### config.mk
export PLATFORM = sky130hd
export DESIGN_NAME = hds_cell
export DESIGN_NICKNAME = d
export VERILOG_FILES = /design/src/rtl/hds_pkg.sv /design/src/rtl/hds_cell.sv
export SDC_FILE = /design/constraint.sdc
export NUM_CORES = 2
export LEC_CHECK = 0
export CAP_MARGIN = 15
export CORE_MARGIN = 2
export CORE_UTILIZATION = 60
export DETAILED_ROUTE_END_ITERATION = 8
export DONT_BUFFER_PORTS = 1
export PLACE_DENSITY_LB_ADDON = 0.15
export SKIP_CTS_REPAIR_TIMING = 1
export SYNTH_ARGS = -nofsm -noshare
export SYNTH_HDL_FRONTEND = slang
export SYNTH_SLANG_ARGS = --single-unit
### constraint.sdc
create_clock -name clock -period 26.3 [get_ports clock]
set_clock_uncertainty 0.2 [all_clocks]
set_input_delay 2.63 -clock clock [delete_from_list [all_inputs] [get_ports clock]]
set_output_delay 2.63 -clock clock [all_outputs]
set_load 0.01 [all_outputs]
### src/rtl/hds_pkg.sv
// Shared constants and types for the heat diffusion stencil block.
package hds_pkg;

   // Default sizes, handed to the top level parameters.
   localparam int MAX_POINTS_DEF = 1024;
   localparam int TEMP_BITS_DEF  = 32;
   localparam int STEP_CELLS_DEF = 4;

   // Fixed field widths of the transactions and registers.
   localparam int OPCODE_BITS    = 2;
   localparam int INDEX_BITS     = 10;
   localparam int VALUE_BITS     = 32;
   localparam int STEPS_BITS     = 16;
   localparam int FACTOR_BITS    = 16;
   localparam int POINTS_BITS    = 11;
   localparam int CSR_INDEX_BITS = 1;
   localparam int CSR_DATA_BITS  = 16;

   // Q0.16 factor: fraction bits dropped after the product.
   localparam int FRAC_BITS = 16;

   localparam logic [FACTOR_BITS-1:0] FACTOR_LIMIT = 16'd32768;
   localparam logic [FACTOR_BITS-1:0] FACTOR_RESET = 16'd16384;
   localparam logic [POINTS_BITS-1:0] POINTS_RESET = 11'd1000;
   localparam int                     MIN_POINTS   = 3;

   typedef enum logic [OPCODE_BITS-1:0] {
      OP_WRITE = 2'd0,
      OP_STEP  = 2'd1,
      OP_READ  = 2'd2
   } opcode_type;

   typedef enum logic [CSR_INDEX_BITS-1:0] {
      CSR_FACTOR = 1'b0,
      CSR_POINTS = 1'b1
   } csr_index_type;

endpackage

### src/rtl/hds_cell.sv
// One time-step cell: windows the point stream and emits updated points.
module hds_cell #(
   parameter int TEMP_BITS = hds_pkg::TEMP_BITS_DEF,
   parameter int IW        = 11
) (
   input  logic                              clock,
   input  logic                              reset,
   input  logic                              active,
   input  logic [IW-1:0]                     last_index,
   input  logic [hds_pkg::FACTOR_BITS-1:0]   factor,
   input  logic                              in_valid,
   input  logic [IW-1:0]                     in_index,
   input  logic signed [TEMP_BITS-1:0]       in_value,
   output logic                              out_valid,
   output logic [IW-1:0]                     out_index,
   output logic signed [TEMP_BITS-1:0]       out_value
);
   import hds_pkg::*;

   localparam int LW = TEMP_BITS + 2;
   localparam int PW = LW + FACTOR_BITS + 1;
   localparam logic signed [PW-1:0] SAT_MAX =
      {{(PW-TEMP_BITS+1){1'b0}}, {(TEMP_BITS-1){1'b1}}};
   localparam logic signed [PW-1:0] SAT_MIN = ~SAT_MAX;

   // window: p1 is the previous point, p2 the one before it
   logic signed [TEMP_BITS-1:0] p2_ff, p1_ff;

   logic                        s1_valid_ff, s1_valid_in;
   logic [IW-1:0]               s1_index_ff, s1_index_in;
   logic signed [TEMP_BITS-1:0] s1_self_ff;
   logic signed [LW-1:0]        s1_lap_ff, s1_lap_in;
   logic                        s1_edge_ff, s1_edge_in;

   logic signed [FACTOR_BITS:0] factor_s;
   logic signed [PW-1:0]        prod, delta, sum;
   logic signed [TEMP_BITS-1:0] sat_value;

   logic                        out_valid_ff;
   logic [IW-1:0]               out_index_ff;
   logic signed [TEMP_BITS-1:0] out_value_ff, out_value_in;

   // stage 1: laplacian of the point before the incoming one
   always_comb begin
      s1_valid_in = in_valid && (in_index != '0);
      s1_index_in = in_index - IW'(1);
      s1_lap_in   = LW'(p2_ff) - (LW'(p1_ff) <<< 1) + LW'(in_value);
      s1_edge_in  = (s1_index_in == '0) || (s1_index_in == last_index);
   end

   // stage 2: scale, floor, add, saturate; edges zero, inactive cell passes
   always_comb begin
      factor_s = $signed({1'b0, factor});
      prod     = s1_lap_ff * factor_s;
      delta    = prod >>> FRAC_BITS;
      sum      = PW'(s1_self_ff) + delta;
      if (sum > SAT_MAX) begin
         sat_value = TEMP_BITS'(SAT_MAX);
      end else if (sum < SAT_MIN) begin
         sat_value = TEMP_BITS'(SAT_MIN);
      end else begin
         sat_value = sum[TEMP_BITS-1:0];
      end
      if (!active) begin
         out_value_in = s1_self_ff;
      end else if (s1_edge_ff) begin
         out_value_in = '0;
      end else begin
         out_value_in = sat_value;
      end
   end

   always_ff @(posedge clock) begin
      if (in_valid) begin
         p2_ff <= p1_ff;
         p1_ff <= in_value;
      end
      s1_index_ff  <= s1_index_in;
      s1_self_ff   <= p1_ff;
      s1_lap_ff    <= s1_lap_in;
      s1_edge_ff   <= s1_edge_in;
      out_index_ff <= s1_index_ff;
      out_value_ff <= out_value_in;
   end

   always_ff @(posedge clock) begin
      if (reset) begin
         s1_valid_ff  <= 1'b0;
         out_valid_ff <= 1'b0;
      end else begin
         s1_valid_ff  <= s1_valid_in;
         out_valid_ff <= s1_valid_ff;
      end
   end

   assign out_valid = out_valid_ff;
   assign out_index = out_index_ff;
   assign out_value = out_value_ff;
endmodule

* Word level (Yosys, flattened, before mapping)
Cells that the tools add are included.
** Operators by class
- Add/subtract/negate cells :: 4
- Multiply operators :: 1
- $lt $le $gt $ge :: 2
- Equal/unequal tests :: 1
- Multiplexer cells :: 4
- Reductions and logical operators :: 4
** Operator list (number)
- $mux 32 :: 4
- $mul 34x17->51 :: 1
- $add 32x35->36 :: 1
- $gt 36x32->1 const B :: 1
- $lt 36x32->1 const B :: 1
- $add 34x32->34 :: 1
- $sub 32x33->34 :: 1
- $eq 11x11->1 :: 1
- $logic_not 11->1 :: 1
- $reduce_bool 11->1 :: 1
- $sub 11x1->11 const B :: 1
- $logic_and 1x1->1 :: 1
- $logic_or 1x1->1 :: 1
** Storage, ports and cells
- Bits in registers :: 187
- Input port bits :: 74
- Word-level logic and storage cells :: 26

* Logic depth before layout (Yosys ltp)
- Word-level depth :: 7
- Depth in mapped cells :: 37
- Gate-level depth less buffers :: 32

* Worst setup path after synthesis
OpenSTA, ideal clock, no wires.
- Path type :: input to register
- From :: input factor[2] (netlist bit)
- To :: register out_value_ff[12] (netlist: out_value[12])
- Setup time :: 141 ps
- Arrival :: 10820 ps
- Required time :: 25959 ps
- Path slack :: 15139 ps
- Cell stages on the path :: 35
- Buffers on the path :: 5
- Path through :: clkbuf_1 -> clkbuf_1 -> nand2_1 -> fa_1 -> fa_1 -> fa_1 -> fa_1 -> inv_1 -> fa_1 -> inv_1 -> fa_1 -> inv_1 -> ha_1 -> o21ai_0 -> o21ai_0 -> a21oi_1 -> a21oi_1 -> or3_1 -> clkbuf_1 -> a211oi_2 -> a21oi_1 -> a311o_1 -> xor2_1 -> ha_1 -> buf_2 -> a21oi_1 -> o21ai_0 -> a2111oi_1 -> a21oi_1 -> nand3_1 -> mux2i_1 -> nand2_1 -> o41ai_4 -> buf_6 -> o311ai_2
** On the way
- Longest elaborated chain between the ends :: 7
** Ends and longest elaborated chain
- from (decl) :: RTL line hds_cell.sv:10 : input logic [hds_pkg::FACTOR_BITS-1:0] factor,
- $mul 34x17->51 * :: RTL line hds_cell.sv:54 : prod = s1_lap_ff * factor_s;
- $add 32x35->36 * :: RTL line hds_cell.sv:56 : sum = PW'(s1_self_ff) + delta;
- $lt 36x32->1 :: RTL line hds_cell.sv:59 : end else if (sum < SAT_MIN) begin
- $mux 32 :: RTL line hds_cell.sv:59
- $mux 32 * :: RTL line hds_cell.sv:57 : if (sum > SAT_MAX) begin
- $mux 32 * :: RTL line hds_cell.sv:66 : end else if (s1_edge_ff) begin
- $mux 32 * :: RTL line hds_cell.sv:64 : if (!active) begin
- net out_value_in[12] :: RTL line hds_cell.sv:41 : logic signed [TEMP_BITS-1:0] out_value_ff, out_value_in;
- to (signal assigned) :: RTL line hds_cell.sv:83 : out_value_ff <= out_value_in;
- to (decl) :: RTL line hds_cell.sv:41
The timed path passes the listed nets; every way through them passes the cells marked *.
A chain may end at the register's enable or synchronous reset.

* Worst setup path after layout
- From :: input factor[5] (netlist bit)
- To :: register out_value_ff[17] (netlist: out_value[17])
Same word-level chain as after synthesis.

==> metrics.md <==
| Metric | Value |
|---|---|
| Setup violations, final | `0` |
| FILL cells | `3910` |
| Hold path depth | `0` |
| Post-synthesis sequential area ratio | `0.154` |
| Vias in the first global route | `21800` |
| Via count | `20100` |
| Register bit count reported by yosys | `187` |
| GRT Total Usage | `0.296` |
| Post-DR vias/cell | `5.62` |
| Number of iterations in the first detailed-routing pass | `6` |
| CP most frequent cell | `fa_1` |
| Worst-path clk slew | `0.07 ns` |
| Worst Hold Launch | `s1_index_ff[3]` |
| # IOs | `118` |
| Largest net degree at the start of global routing | `66` |
| Tmin final | `12.13 ns` |
| Avg Cell Area, Syn | `9.39 µm²` |
| Netlist cell types | `72` |
| Status | `finished clean` |
| Worst r2r path cells | `31` |
| Post-synth EDFFs | `64` |
| Most common cell in the netlist | `inv_1` |
| Crit. End Element | `flop` |
| Row count | `79` |
| Post-route DRC | `0` |
| I/O Buffers | `0` |
| Worst slew pin tran | `1.07 ns` |
| CP startpoint kind | `input pin` |
| R2r setup slk | `15.39 ns` |
| Synth cell count leaders | `inv_1, fa_1, nand2_1` |
| Synth top area share | `0.384` |
| Critical path's largest stage delay | `0.86 ns` |
| Initial DRC Count | `1551` |
| R2R Path End | `out_value[17]` |
| Final setup TNS | `0 ns` |
| Die width | `222 µm` |
| Layout cells sized above 1 | `0.0313` |
| Max-Cap Viols | `0` |
| Synth async-reset ratio | `0` |
| NumNets Final | `3774` |
| Worst skew pair latency | `0.45 ns` |
| CTS tree | `done` |
| Post-Syn Nets | `3854` |
| First-pass GRT wire length | `115 mm` |
| Yosys warnings | `0` |
| Routability cong. | `0.934` |
| Mapped Cells | `3040` |
| Initial antenna violation count | `0` |
| Num CTS Buffers | `17` |
| Cell taking the most area after synthesis | `fa_1` |
| Final Hold Vio Count | `0` |
| Clock Path Buffers | `2` |
| Initial Utilization | `0.611` |
| RSZ-0062 raised after global routing | `no` |
| Post-DP HPWL | `54.0 mm` |
| Slew Viols, Final | `0` |
| DRT Wirelength | `68.3 mm` |
| H-tree depth | `4` |
| Worst EP required | `26.40 ns` |
| Aggregate global routing overflow | `0` |
| Worst r2r src | `s1_lap_ff[22]` |
| Worst Hold End | `out_index[3]` |
| Hold crit path type | `reg2reg` |
| Fmax achieved | `82.5 MHz` |
| Slew HR | `0.288` |
| Synth Cell Area | `28600 µm²` |
| CORE AREA | `46800 µm²` |
| Diodes inserted | `0` |
| Largest cells by area after synthesis | `fa_1, inv_1, dfxtp_1` |
| Antenna Nets Post-Route | `0` |
| Root Driver | `clkbuf_16` |
| Synth-to-Final Area Change | `3.26%` |
| Die ar. | `49400 µm²` |
| Crit path DAT | `12.23 ns` |
| Wire length per cell | `19.1 µm` |
| Vert. Die Dim | `222 µm` |
| Period utilisation layout | `0.461` |
| CP max stage cell | `o41ai_4` |
| Most common flop cell mapped by yosys | `dfxtp_1` |
| Crit-path max FO | `34` |
| Critical path type | `in2reg` |
| CTS Sinks | `187` |
==> state kept, by name, summed over array words and instances (netlist names) <==
register / count
out_index: 11
s1_edge_ff: 1
p2_ff: 32
out_valid: 1
out_value: 32
p1_ff: 32
s1_valid_ff: 1
s1_index_ff: 11
s1_lap_ff: 34
s1_self_ff: 32
==> layout make-up <==
type,count,area (µm²),share of cell area
inverter,720,2700,0.0916
timing repair buffer,12,86.3,0.00293
sequential,187,4380,0.149
multi-input combinational,2022,21000,0.713
tap,607,759,0.0258
clock inverter,13,111,0.00378
clock buffer,19,433,0.0147
==> worst max-delay path by stage <==
| stage | startpoint | end |
|---|---|---|
| 6_report | factor[5] | out_value[17] |
| 4_1_cts | factor[3] | out_value[17] |
| 2_1_floorplan | factor[2] | out_value[12] |
| 3_5_place_dp | factor[3] | out_value[18] |
| 5_1_grt | factor[5] | out_value[12] |
| 3_3_place_gp | factor[5] | out_value[4] |
==> metal layers <==
metal	GRT usage	wire length, µm	vias to the layer above	share of wire
met2	0.478	31900	721	0.47
li1	-	-	9046	-
met5	0	0	-	0
met3	0.0443	4740	102	0.069
met1	0.424	30100	10200	0.44
met4	0.0704	1480	0	0.022
==> stage by stage <==
stage | worst slack, ns | utilization | hold WS, ns | area [µm²] | std cells
2_1_floorplan | 15.14 | - | 0.110 | 28600 | 3040
3_3_place_gp | 13.59 | 0.619 | 0.112 | 28900 | 3547
3_5_place_dp | 13.92 | 0.619 | 0.112 | 28900 | 3548
4_1_cts | 14.34 | 0.631 | 0.129 | 29500 | 3580
5_1_grt | 13.70 | 0.631 | 0.133 | 29500 | 3580
6_report | 14.17 | 0.631 | 0.128 | 29500 | 3580
==> cells by family (layout without fill, tap and decap cells) <==
| logic type | after synthesis | after routing | synth area share |
|---|---|---|---|
| AOI/OAI and AO/OA | 323 | 323 | 0.0865 |
| xor gates and xnor gates | 117 | 117 | 0.0364 |
| adders and majority gates | 740 | 740 | 0.468 |
| buffers and inverters | 831 | 764 | 0.111 |
| DFF | 187 | 187 | 0.154 |
| muxes | 2 | 2 | 0.000701 |
| and+or+nand+nor | 840 | 840 | 0.143 |
==> cells in the final DEF, fill, tap and decap left out, drive strengths merged, types with 5 or more instances in the layout <==
cell,netlist,layout
nor2,65,65
o311ai,33,33
nor3,23,23
nand2,390,390
buf,11,12
and2,230,230
edfxtp,64,64
fa,548,548
a21oi,83,83
nand2b,36,36
xnor2,67,67
and3,19,19
nand3,21,21
and4,5,5
a211oi,15,15
a31oi,8,8
o211ai,11,11
or3,7,7
o21bai,14,14
ha,192,192
a41oi,5,5
o31ai,7,7
clkbuf,100,19
a21o,53,53
nand4,11,11
o21a,7,7
inv,720,726
o21ai,55,55
xor2,50,50
dfxtp,123,123
nor2b,17,17
==> worst max-delay path, delay by kind of cell <==
family                   cells  cell delay [ns]
AO/OA/AOI/OAI                8             2.34
adder cells (fa/ha/maj)      8             3.89
multiplexers                 1             0.20
XOR/XNOR                     1             0.31
AND/OR/NAND/NOR              8             1.92
buffers and inverters        6             0.92
Power is left out: the tool's default activity adds up to more than one toggle a clock period on the data nets, which glitch-free logic cannot reach.
